[src/hdl/mmac_pkg.sv]
// Package for the matrix multiply-accumulate unit: function codes, widths, saturation helper.
// Used by the cell and the top level.
package mmac_pkg;

    localparam int DefaultDim = 16;
    localparam int IdxW       = 4;
    localparam int AbW        = 16;
    localparam int CW         = 32;
    localparam int FuncW      = 3;

    localparam logic [FuncW-1:0] FUNC_LOAD_A  = 3'd0;
    localparam logic [FuncW-1:0] FUNC_LOAD_B  = 3'd1;
    localparam logic [FuncW-1:0] FUNC_LOAD_C  = 3'd2;
    localparam logic [FuncW-1:0] FUNC_COMPUTE = 3'd3;
    localparam logic [FuncW-1:0] FUNC_READ_C  = 3'd4;

    localparam logic KIND_READ = 1'b0;
    localparam logic KIND_DONE = 1'b1;

    typedef struct packed {
        logic [FuncW-1:0]     func;
        logic [IdxW-1:0]      row;
        logic [IdxW-1:0]      col;
        logic signed [CW-1:0] data;
    } cmd_t;

    typedef struct packed {
        logic signed [CW-1:0] value;
        logic                 kind;
        logic                 saturated;
    } rsp_t;

    // Adds a product to a Q16.16 sum and clips to the signed 32-bit range.
    function automatic logic [CW:0] sat_add(logic signed [CW-1:0] acc,
                                            logic signed [CW-1:0] prod);
        logic signed [CW:0] s;
        begin
            s = {acc[CW-1], acc} + {prod[CW-1], prod};
            if (s[CW] != s[CW-1])
            begin
                sat_add = {1'b1, s[CW], {(CW-1){~s[CW]}}};
            end
            else
            begin
                sat_add = {1'b0, s[CW-1:0]};
            end
        end
    endfunction

endpackage

[src/hdl/mmac_cell.sv]
// One multiply-accumulate cell of the array: owns one column of the running sums.
// Depends on mmac_pkg for the saturating add.
module mmac_cell
    import mmac_pkg::*;
(
    input  logic                  clk,
    input  logic                  en,
    input  logic                  load,
    input  logic signed [CW-1:0]  c_in,
    input  logic signed [AbW-1:0] a_in,
    input  logic signed [AbW-1:0] b_in,
    output logic signed [CW-1:0]  acc,
    output logic                  clip
);
    logic signed [CW-1:0]  acc_reg;
    logic signed [CW-1:0]  prod;
    logic [CW:0]           sum;

    // Both factors are sign-extended first, so the full Q16.16 product is kept.
    assign prod = CW'(a_in) * CW'(b_in);
    assign sum  = sat_add(acc_reg, prod);

    always_ff @(posedge clk)
    begin
        if (load)
        begin
            acc_reg <= c_in;
        end
        else if (en)
        begin
            acc_reg <= sum[CW-1:0];
        end
    end

    assign acc   = acc_reg;
    assign clip  = en & ~load & sum[CW];
endmodule

[config.mk]
export PLATFORM = sky130hd
export DESIGN_NAME = mmac_cell
export DESIGN_NICKNAME = d
export VERILOG_FILES = /design/src/hdl/mmac_pkg.sv /design/src/hdl/mmac_cell.sv
export SDC_FILE = /design/constraint.sdc
export NUM_CORES = 1
export LEC_CHECK = 0
export ABC_CLOCK_PERIOD_IN_PS = 20100
export CAP_MARGIN = 10
export CELL_PAD_IN_SITES_DETAIL_PLACEMENT = 0
export CELL_PAD_IN_SITES_GLOBAL_PLACEMENT = 1
export CORE_ASPECT_RATIO = 2
export CORE_UTILIZATION = 57
export DETAILED_ROUTE_END_ITERATION = 6
export DONT_BUFFER_PORTS = 1
export GPL_TIMING_DRIVEN = 0
export PLACE_DENSITY = 0.94
export REMOVE_ABC_BUFFERS = 1
export SETUP_SLACK_MARGIN = 0.15
export SYNTH_ARGS = -nofsm -noshare
export SYNTH_HDL_FRONTEND = slang
export SYNTH_SLANG_ARGS = --single-unit
[constraint.sdc]
create_clock -name clk -period 20.1 [get_ports clk]
set_input_delay 0 -clock clk [delete_from_list [all_inputs] [get_ports clk]]
set_output_delay 0 -clock clk [all_outputs]
set_load 0.005 [all_outputs]
== Yosys cells after proc, flatten, opt, wreduce, memory -nomap -nowiden ==
Cells that the tools add are included.
W data, S select, Z words.

* $add $sub $neg: 1
* Multiply operators: 1
* Equality and inequality tests: 1
* Muxes and demuxes: 3
* Bitwise logic cells: 4
* Reductions and logical operators: 1

{| class="wikitable"
|+ Operators with widths
! cell !! count
|-
| $mux W32 || 2
|-
| $add A32 B32 Y33 || 1
|-
| $mux W33 || 1
|-
| $mul A16 B16 Y32 || 1
|-
| $and A1 B1 Y1 || 2
|-
| $not A1 Y1 || 2
|-
| $reduce_bool A2 Y1 || 1
|-
| $ne A1 B1 Y1 || 1
|}

* Register bits after elaboration: 32
* Input bits: 67
* Output and inout port bits: 33
* Logic and storage cells: 12

== Longest topological paths before layout ==
Gate-level depths: netlist of the first run.

* Depth in word-level cells: 6
* Depth in mapped cells: 27
* Mapped depth without buffers: 24

== Worst setup path after synthesis of the first run ==
OpenSTA, ideal clock, no wires.

* Kind: input -> register
* Start: input a_in[15]
* End: register acc_reg[30] (netlist: acc[30]), data pin
* Library setup time: 0.256 ns
* Data arrival time: 6.136 ns
* Required time: 19.844 ns
* Setup slack: 13.708 ns
* Stages on the path: 23
* Buffers on the path: 2
* Cells stage by stage: clkbuf_1 > nand2_1 > inv_1 > fa_1 > inv_1 > fa_1 > inv_1 > fa_1 > fa_1 > fa_1 > inv_1 > fa_1 > inv_1 > ha_1 > inv_1 > o22ai_1 > or4_1 > o21ai_0 > a21oi_1 > or4_4 > nor2b_4 > buf_6 > a22o_1

* Cells in the longest elaborated chain, start to end: 6
* Elaborated cells between the ends (all ways): 7
* Those cells by class: add/sub (1); mul (1); eq/ne (1); mux (3); bitwise (1)

{| class="wikitable"
|+ RTL lines
! what !! line !! RTL
|-
| start, declared || mmac_cell.sv:10 || <nowiki>input logic signed [AbW-1:0] a_in,</nowiki>
|-
| $mul A16 B16 Y32 (*) || mmac_cell.sv:20 || <nowiki>assign prod = CW'(a_in) * CW'(b_in);</nowiki>
|-
| $add A32 B32 Y33 (*) || mmac_pkg.sv:38 || <nowiki>s = {acc[CW-1], acc} + {prod[CW-1], prod};</nowiki>
|-
| $ne A1 B1 Y1 / $not A1 Y1 (equally long branches) || mmac_pkg.sv:39, mmac_pkg.sv:41 ||
|-
| $mux W33 (*) || mmac_pkg.sv:39 || <nowiki>if (s[CW] != s[CW-1])</nowiki>
|-
| $mux W32 (*) || mmac_cell.sv:29 || <nowiki>else if (en)</nowiki>
|-
| $mux W32 (*) || mmac_cell.sv:25 || <nowiki>if (load)</nowiki>
|-
| end signal, assigned || mmac_cell.sv:27 || <nowiki>acc_reg <= c_in;</nowiki>
|-
| end signal, assigned || mmac_cell.sv:31 || <nowiki>acc_reg <= sum[CW-1:0];</nowiki>
|-
| end, declared || mmac_cell.sv:15 || <nowiki>logic signed [CW-1:0] acc_reg;</nowiki>
|}

Mark *: on every way between the ends. The rest lies on a longest branch, timed or not. The select of a mux whose other input is x is not followed.
A chain may end at the register's enable or synchronous reset.

== Worst setup path in the final report of the first run ==
* Start: input b_in[1]
* End: register acc_reg[11] (netlist: acc[11]), data pin

* Cells in the longest elaborated chain, start to end: 6
* Elaborated cells between the ends (all ways): 7
* Those cells by class: add/sub (1); mul (1); eq/ne (1); mux (3); bitwise (1)

{| class="wikitable"
|+ RTL lines
! what !! line !! RTL
|-
| start, declared || mmac_cell.sv:11 || <nowiki>input logic signed [AbW-1:0] b_in,</nowiki>
|-
| $mul A16 B16 Y32 (*) || mmac_cell.sv:20 ||
|-
| $add A32 B32 Y33 (*) || mmac_pkg.sv:38 ||
|-
| $ne A1 B1 Y1 / $not A1 Y1 (equally long branches) || mmac_pkg.sv:39, mmac_pkg.sv:41 ||
|-
| $mux W33 (*) || mmac_pkg.sv:39 ||
|-
| $mux W32 (*) || mmac_cell.sv:29 ||
|-
| $mux W32 (*) || mmac_cell.sv:25 ||
|}

Marked as above.

==> results.yml, run 1 <==
status:
  status: "finished, final reports clean"
die:
  ios: 100
  die_x_microns: 107.6
  dieHeight_microns: 213.1
  initial_core_util_pct: 58.59
  core_sq_um: 21680
  fp-row-count: 76
  dieArea_sq_um: 22920
logic_synthesis:
  synth_seq_cells: 32
  synth_warnings: 0
  postSynthAreaPerCell_sq_um: 9.333
  yosysTopAreaCell: "fa_1"
  synth_enable_flop_cells: 32
  synth_area_sq_um: 12700
  synth_cell_types: 54
  syn_inst: 1361
  synth_top_cell_area_share_pct: 47.12
  synthArstFlopShare_pct: 0
  dominantRegCellSynth: "edfxtp_1"
  synth_area_leaders: "fa_1, inv_1, ha_1"
  synth_seq_area_share_pct: 7.565
route:
  drt_iter0_markers: 523
  first_pass_iters: 5
  num_vias: 9280
  via_per_inst: 5.662
  drc_errors: 0
  wl_per_cell_microns: 19.65
  antenna_left: 0
  routed_wl_mm: 32.21
layout:
  nets: 1831
  synthToLayoutAreaGrowth_pct: 5.635
  drive_gt1_share_pct: 1.319
  nFillCells: 1845
  largest_reg_flops: 32
  layout.cells.non_filler: 1639
placed_design:
  globalplace.congestion: 0.8911
  port_buffers: 0
  dp.cells: 1590
  hpwl_mm: 26.55
timing:
  holdWs_ps: 5.433
  timing_hold_violations_final: 0
  rsz0062_at_grt: "false"
  worstMarginPinSlew_ps: 1131
  maxSlewViolCount: 0
  setup_viol: 0
  fmax_mhz: 136.8
  fin_crit_sh_pct: 36.37
  skew_ps: 5.955
  finalCriticalPeriod_ps: 7310
  setup_tns_ps: 0
  worst_slew_margin_rel_pct: 24.61
global_routing:
  antenna_found_initial: 0
  grt_pass1_wl_mm: 51.99
  grt_overflow_total: 0
  grt_max_degree: 33
  grt_pass1_vias: 10550
  track_usage_pct: 30.68
clock_tree:
  cts.sinks: 32
  worstSkewPairLatency_ps: 290
  cts_tree: "done"
  post_cts_buffers: 0
  cts_buffer_depth: 2
  path_clk_slew_ps: 60
  clockRootBuffer: "clkbuf_16"
  htreeDepth: 2
  cts_buffers: 5
worst_hold_path:
  min_path_type: "in -> reg"
worst_setup_path:
  cp_max_fo: 16
  crit_required_ps: 20140
  crit_path_end_kind: "flip-flop"
  arrival_ps: 7350
  crit_type: "in -> reg"
  start_kind: "input pin"
run:
  maxCapViolations: 0
-- metrics by stage --
step	utilization (%)	setup slack, ps	area [sq um]
after floorplan	-	13880	12510
after CTS	61.88	12830	13420
after detailed placement	59.27	12800	12850
after global routing	61.88	12440	13420
after global placement	59.27	12860	12850
final	61.89	12790	13420
-- cell type report --
| class | instances | area [sq um] | area share, % |
|---|---|---|---|
| Antenna cell | 1 | 2.502 | 0.01865 |
| Clock buffer | 6 | 128.9 | 0.9605 |
| Clock inverter | 2 | 35.03 | 0.2611 |
| Inverter | 356 | 1336 | 9.959 |
| Multi-Input combinational cell | 929 | 10210 | 76.11 |
| Sequential cell | 32 | 960.9 | 7.161 |
| Tap cell | 273 | 341.6 | 2.546 |
| Timing Repair Buffer | 40 | 400.4 | 2.984 |
-- cell usage in the layout (no fill, tap or decap), types with 2 or more instances in the layout --
master	count
o21bai_1	2
nand3_1	4
clkbuf_16	5
nand2b_1	9
xnor2_1	22
o211a_1	2
o31ai_1	6
nand3b_1	4
o221ai_1	2
a22o_1	9
fa_1	299
nor2_1	29
and3_1	4
nand4_1	4
a21boi_0	3
a21o_1	8
a2111oi_0	2
xor2_1	8
o21a_1	5
o21ai_0	19
nor3_1	2
dlygate4sd3_1	40
and2_1	115
o211ai_1	5
edfxtp_1	32
ha_1	101
inv_1	356
a31oi_1	2
or2_2	4
or3_1	5
a21oi_1	46
nand2_1	163
o22ai_1	2
nor2b_1	21
a211oi_1	6
-- cell families after synthesis --
logic type | after synthesis | synth area share, %
AOI/OAI and AO/OA | 127 | 6.501
muxes | 1 | 0.07881
buffers and inverters | 400 | 12.04
and+or+nand+nor | 371 | 14.68
xor gates and xnor gates | 30 | 2.069
DFF | 32 | 7.565
adders and majority gates | 400 | 57.07
-- worst paths after layout --
path	from	end	slack, ps	cells after the start
setup / recovery	b_in[1]	acc[11]$_DFFE_PP_	12790	23
hold / removal	c_in[17]	acc[17]$_DFFE_PP_	5	2
setup reg to reg	acc[15]$_DFFE_PP_	acc[11]$_DFFE_PP_	13070	20
hold reg to reg	acc[0]$_DFFE_PP_	acc[0]$_DFFE_PP_	940	3
-- Yosys cell counts, types with 9 or more instances --
master and count:
inv_1 356, fa_1 299, nand2_1 163, and2_1 115, ha_1 101, a21oi_1 46, clkbuf_1 38, edfxtp_1 32
nor2_1 29, xnor2_1 22, nor2b_1 21, o21ai_0 19, a22o_1 9, nand2b_1 9
-- routing by layer --
layer | track usage (%) | routed length (microns) | vias to the layer above
li1 | - | - | 4046
met5 | 0 | 0 | -
met3 | 4.579 | 1566 | 132
met2 | 57.89 | 17920 | 315
met1 | 30.33 | 10260 | 4787
met4 | 19.98 | 2470 | 0
-- worst max-delay path: stages --
cell and delay [ps]:
nand2_1 130, inv_1 90, fa_1 740, inv_1 110, fa_1 560, inv_1 300, fa_1 510, fa_1 520
fa_1 490, inv_1 50, fa_1 470, inv_1 40, ha_1 330, a21o_1 210, a21o_1 190, a21oi_1 230
nor2_1 90, a211oi_1 260, a21oi_1 140, o22ai_1 890, nand2_1 180, a22o_1 250, dlygate4sd3_1 540
-- timing repair --
item,4_1_cts,5_1_grt
resized for setup,0,0
hold buffers,40,0
endpoints found under the hold margin,31,0
Power of run 1 is not shown: default switching activity piles up to over one toggle a cycle in this logic, so the estimate is an artifact.
==> run 2: changes to the inputs <==
- ABC_CLOCK_PERIOD_IN_PS: 20100 -> 6600
- CORE_UTILIZATION: 57 -> 48
- PLACE_DENSITY: 0.94 -> 0.85
- clock period: 20.1 -> 6.6 ns (I/O delays scaled with it)
==> results.yml, run 2 (synthesized netlist as in run 1, its figures left out) <==
status:
  status: "finished, final reports clean"
layout:
  multi_input_area_sq_um: 10260
  layout_common_cells: "inv_1, fa_1, nand2_1, and2_1, ha_1"
  final_common_cell: "inv_1"
  nets: 1834
  regArea_sq_um: 960.9
  nFillCells: 2379
  drive_gt1_share_pct: 2.558
  diodes: 0
  largest_reg_flops: 32
  synthToLayoutAreaGrowth_pct: 6.984
  layout.cells.non_filler: 1708
clock_tree:
  clockRootBuffer: "clkbuf_16"
  cts.sinks: 32
  path_clk_slew_ps: 60
  cts_buffers: 5
  cts_tree: "done"
  cts_buffer_depth: 2
  worstSkewPairLatency_ps: 290
  htreeDepth: 2
worst_setup_path:
  reg2reg_setup_slack_ps: 470
  crit_buf_inv: 5
  crit_type: "in -> reg"
  crit_required_ps: 6640
  start_kind: "input pin"
  crit_path_top_delay_cell: "fa_2"
  cpLargestDelayFamily: "adder cells"
  crit_chain: "nand2_1 -> inv_1 -> fa_2 -> inv_1 -> fa_2 -> inv_2 -> fa_1 -> fa_1 -> fa_1 -> inv_1 -> fa_1 -> inv_1 -> ha_1 -> a21o_1 -> a21o_1 -> a21oi_1 -> nor2_1 -> a211oi_2 -> a21oi_2 -> or4_4 -> nor2b_4 -> a22o_1"
  crit_path_end_kind: "flip-flop"
  arrival_ps: 6260
  cp_max_fo: 16
  max_stage_delay_ps: 650
die:
  dieHeight_microns: 232.1
  initial_core_util_pct: 49.12
  die_x_microns: 117.0
  ios: 100
  fp-row-count: 83
  dieArea_sq_um: 27160
  core_sq_um: 25860
route:
  routed_wl_mm: 33.41
  drt_iter0_markers: 373
  drc_errors: 0
  antenna_left: 0
  num_vias: 9225
  wl_per_cell_microns: 19.56
  via_per_inst: 5.401
  first_pass_iters: 5
global_routing:
  grt_pass1_vias: 10440
  grt_overflow_total: 0
  grt_max_degree: 33
  grt_pass1_wl_mm: 53.41
  track_usage_pct: 26.86
  antenna_found_initial: 0
timing:
  worst_slew_margin_rel_pct: 38.60
  maxSlewViolCount: 0
  fin_crit_sh_pct: 94.27
  worstMarginPinSlew_ps: 920.9
  fmax_mhz: 160.7
  timing_hold_violations_final: 0
  skew_ps: 10.67
  setup_viol: 0
  finalCriticalPeriod_ps: 6222
  setup_tns_ps: 0
  rsz0062_at_grt: "false"
worst_hold_path:
  min_path_type: "in -> reg"
placed_design:
  hpwl_mm: 27.59
  globalplace.congestion: 0.8734
  dp.cells: 1657
  port_buffers: 0
run:
  maxCapViolations: 0
==> run 2: cell types whose count changed in the layout (fill, tap and decap cells not counted), moves of 3 or more <==
cell	change
dlygate4sd3_1	-3
a21oi_1	-3
buf_4	+3
inv_1	-3
a21oi_2	+3
==> run 2: stage by stage <==
step | setup slack (ps) | hold WS, ps | area, sq um | util (%)
final | 378.2 | 31.97 | 13590 | 52.55
after global routing | 123.5 | 27.46 | 13590 | 52.55
after CTS | 168.1 | 24.83 | 13510 | 52.26
after detailed placement | -654.4 | 95.04 | 12930 | 50.02
after global placement | -612.1 | 96.14 | 12930 | 50.02
after floorplan | 377.5 | 87.10 | 12510 | -
==> run 2: cell type report <==
cell class,instances,area share (%)
well taps,340,3.130
clock buffers,5,0.9207
clock inverters,3,0.2762
multi-input cells,930,75.53
inverters,356,9.889
flip-flops and latches,32,7.071
repair buffers,42,3.186
==> run 2: path summary, 6_finish.rpt <==
kind | startpoint | to | cells past startpoint
min reg2reg | acc[0]$_DFFE_PP_ | acc[0]$_DFFE_PP_ | 3
min | load | acc[9]$_DFFE_PP_ | 2
max | b_in[1] | acc[30]$_DFFE_PP_ | 22
max reg2reg | acc[15]$_DFFE_PP_ | acc[30]$_DFFE_PP_ | 19
==> run 2: per-layer routing <==
layer  vias to the layer above  global-route usage [%]  routed length, microns
met5                         -                       0                       0
met4                         0                   14.52                    2189
met3                       119                   3.106                    1334
met2                       265                   51.83                   19260
met1                      4784                   27.01                   10630
li1                       4057                       -                       -
==> run 2: repair_timing <==
item,CTS,global route
cloned,0,1
pin swaps,2,2
gates resized for setup,6,11
endpoints found under the setup margin,28,29
hold buffers,37,0
hold endpoints to repair,32,0
buffers inserted,2,3
Power of run 2 is left out for the same reason.
==> run 3: changes to the inputs <==
- ABC_AREA: default -> 1
- CORE_UTILIZATION: 48 -> 46
- PLACE_DENSITY: 0.85 -> 0.84
==> results.yml, run 3 <==
layout:
  diodes: 0
  nFillCells: 2938
  final_common_cell: "inv_1"
  nets: 2194
  synthToLayoutAreaGrowth_pct: 5.441
  drive_gt1_share_pct: 4.167
  post-route-util_pct: 49.24
  largest_reg_flops: 32
  layout_common_cells: "inv_1, nand2_1, fa_1, ha_1, nor2_1"
  multi_input_area_sq_um: 10500
  regArea_sq_um: 960.9
placed_design:
  hpwl_mm: 31.31
  port_buffers: 0
  globalplace.congestion: 0.9068
worst_setup_path:
  max_stage_delay_ps: 750
  crit_chain: "nand2_1 -> inv_1 -> fa_1 -> inv_1 -> fa_1 -> inv_1 -> fa_1 -> fa_1 -> fa_1 -> inv_1 -> fa_1 -> inv_1 -> ha_1 -> a21oi_1 -> and2_1 -> nand2_1 -> a21oi_2 -> nand2_1 -> nand2_1 -> nand2_2 -> nand2_1 -> nand2_1 -> o21ai_0 -> nand2_1"
  r2r-start: "acc[15]$_DFFE_PP_"
  worst_path_most_repeated_cell: "nand2_1"
  worstReg2RegEnd: "acc[3]$_DFFE_PP_"
  crit_required_ps: 6640
  crit_path_end_kind: "flip-flop"
  reg2reg_setup_slack_ps: 1270
  cp_max_fo: 16
  cpLargestDelayFamily: "adder cells"
  crit_type: "in -> reg"
  crit_buf_inv: 5
  crit_path_top_delay_cell: "fa_1"
  rr_worst_depth: 22
  start_kind: "input pin"
  arrival_ps: 6020
global_routing:
  grt_max_degree: 38
  track_usage_pct: 26.24
  grt_pass1_vias: 11480
  antenna_found_initial: 0
  grt_overflow_total: 0
  grt_pass1_wl_mm: 59.02
logic_synthesis:
  synth_compound_area_share_pct: 3.618
  syn_inst: 1750
  synth_area_sq_um: 13730
  yosys.area_share.simple_pct: 18.64
  synth.most_common_cell: "inv_1"
  synth_commonest_cells: "inv_1, nand2_1, fa_1"
  synth_top_family_by_area: "adder cells"
  synth_area_leaders: "fa_1, inv_1, nand2_1"
  yosysTopAreaCell: "fa_1"
  synth_seq_area_share_pct: 6.999
  synth_fa_ha_area_share_pct: 52.80
  synthArstFlopShare_pct: 0
  synth_top_cell_area_share_pct: 43.60
  postSynthAreaPerCell_sq_um: 7.845
  synth_warnings: 0
  synth_seq_cells: 32
  synthMuxAreaShare_pct: 0
  synth_cell_types: 33
  synth_enable_flop_cells: 32
  dominantRegCellSynth: "edfxtp_1"
  synth_xor_area_share_pct: 1.276
timing:
  setup_viol: 0
  skew_ps: 8.899
  fin_crit_sh_pct: 90.64
  setup_tns_ps: 0
  worst_slew_margin_rel_pct: 36.61
  fmax_mhz: 167.2
  finalCriticalPeriod_ps: 5982
  worstMarginPinSlew_ps: 950.8
  timing_hold_violations_final: 0
  maxSlewViolCount: 0
  rsz0062_at_grt: "false"
  holdWs_ps: 64.86
die:
  dieHeight_microns: 246.3
  ios: 100
  core_sq_um: 29400
  initial_core_util_pct: 46.70
  die_x_microns: 124.2
  fp-row-count: 89
  dieArea_sq_um: 30580
clock_tree:
  cts.sinks: 32
  cts_tree: "done"
  cts_buffers: 5
  path_clk_slew_ps: 60
  cts_buffer_depth: 2
  clockRootBuffer: "clkbuf_16"
  htreeDepth: 2
  worstSkewPairLatency_ps: 310
route:
  drc_errors: 0
  met2_wirelength_mm: 21.62
  via_per_inst: 5.031
  wl_per_cell_microns: 17.59
  wl_met1_mm: 12.15
  routed_wl_mm: 36.80
  num_vias: 10520
  antenna_left: 0
  first_pass_iters: 5
  wl_met3_mm: 1.061
  drt_iter0_markers: 455
  dr.max_layer_used: "met4"
worst_hold_path:
  hold_start: "load"
  whs_endpoint: "acc[11]$_DFFE_PP_"
  holdPathStages: 3
  min_path_type: "in -> reg"
status:
  status: "finished, final reports clean"
run:
  maxCapViolations: 0
==> run 3: worst min-delay path, cell delays in order <==
cell	delay (ps)
a21oi_4	20
buf_12	130
a21oi_2	100
==> run 3: worst max path at each step <==
| stage | slack [ps] | depth (start not counted) | to | startpoint |
|---|---|---|---|---|
| 2_1_floorplan | 780 | 24 | acc[10]$_DFFE_PP_ | b_in[1] |
| 3_3_place_gp | -140 | 22 | acc[10]$_DFFE_PP_ | b_in[1] |
| 3_5_place_dp | -260 | 22 | acc[10]$_DFFE_PP_ | b_in[1] |
| 4_1_cts | 320 | 22 | acc[10]$_DFFE_PP_ | b_in[1] |
| 5_1_grt | 240 | 24 | acc[3]$_DFFE_PP_ | b_in[1] |
| 6_report | 620 | 24 | acc[3]$_DFFE_PP_ | b_in[1] |
==> run 3: final cells by class <==
class                      instances  share of cell area, %
clock inverter                     2                 0.2420
multi-input combinational       1121                  72.54
inverter                         530                  13.74
sequential                        32                  6.638
clock buffer                       6                 0.8902
timing repair buffer              37                  2.800
tap                              364                  3.146
==> run 3: layer usage <==
layer,global-route usage (%),vias up
li1,-,4895
met1,26.45,5272
met2,51.62,252
met3,2.523,105
met4,12.25,0
met5,0,-
==> run 3: through the flow <==
stage	area, sq um	instances	setup slack [ps]
global route	14480	2092	241.3
floorplan	13430	1682	780.2
finish	14480	2092	617.7
CTS	14400	2088	323.0
global placement	13890	2046	-144.4
detailed placement	13890	2046	-255.7
==> run 3: logic make-up after synthesis <==
logic type      after synthesis
simple gates                625
buf+inv                     598
fa+ha+maj                   400
compound gates               75
flops                        32
xor+xnor                     20
==> run 3: timing repair <==
| item | 4_1_cts | 5_1_grt |
|---|---|---|
| cloned | 1 | 0 |
| setup endpoints to repair | 26 | 30 |
| hold buffers | 33 | 0 |
| setup buffers | 0 | 3 |
| resized for setup | 1 | 1 |
| pin swaps | 0 | 2 |
| hold endpoints to repair | 32 | 0 |
Power of run 3 is left out for the same reason.
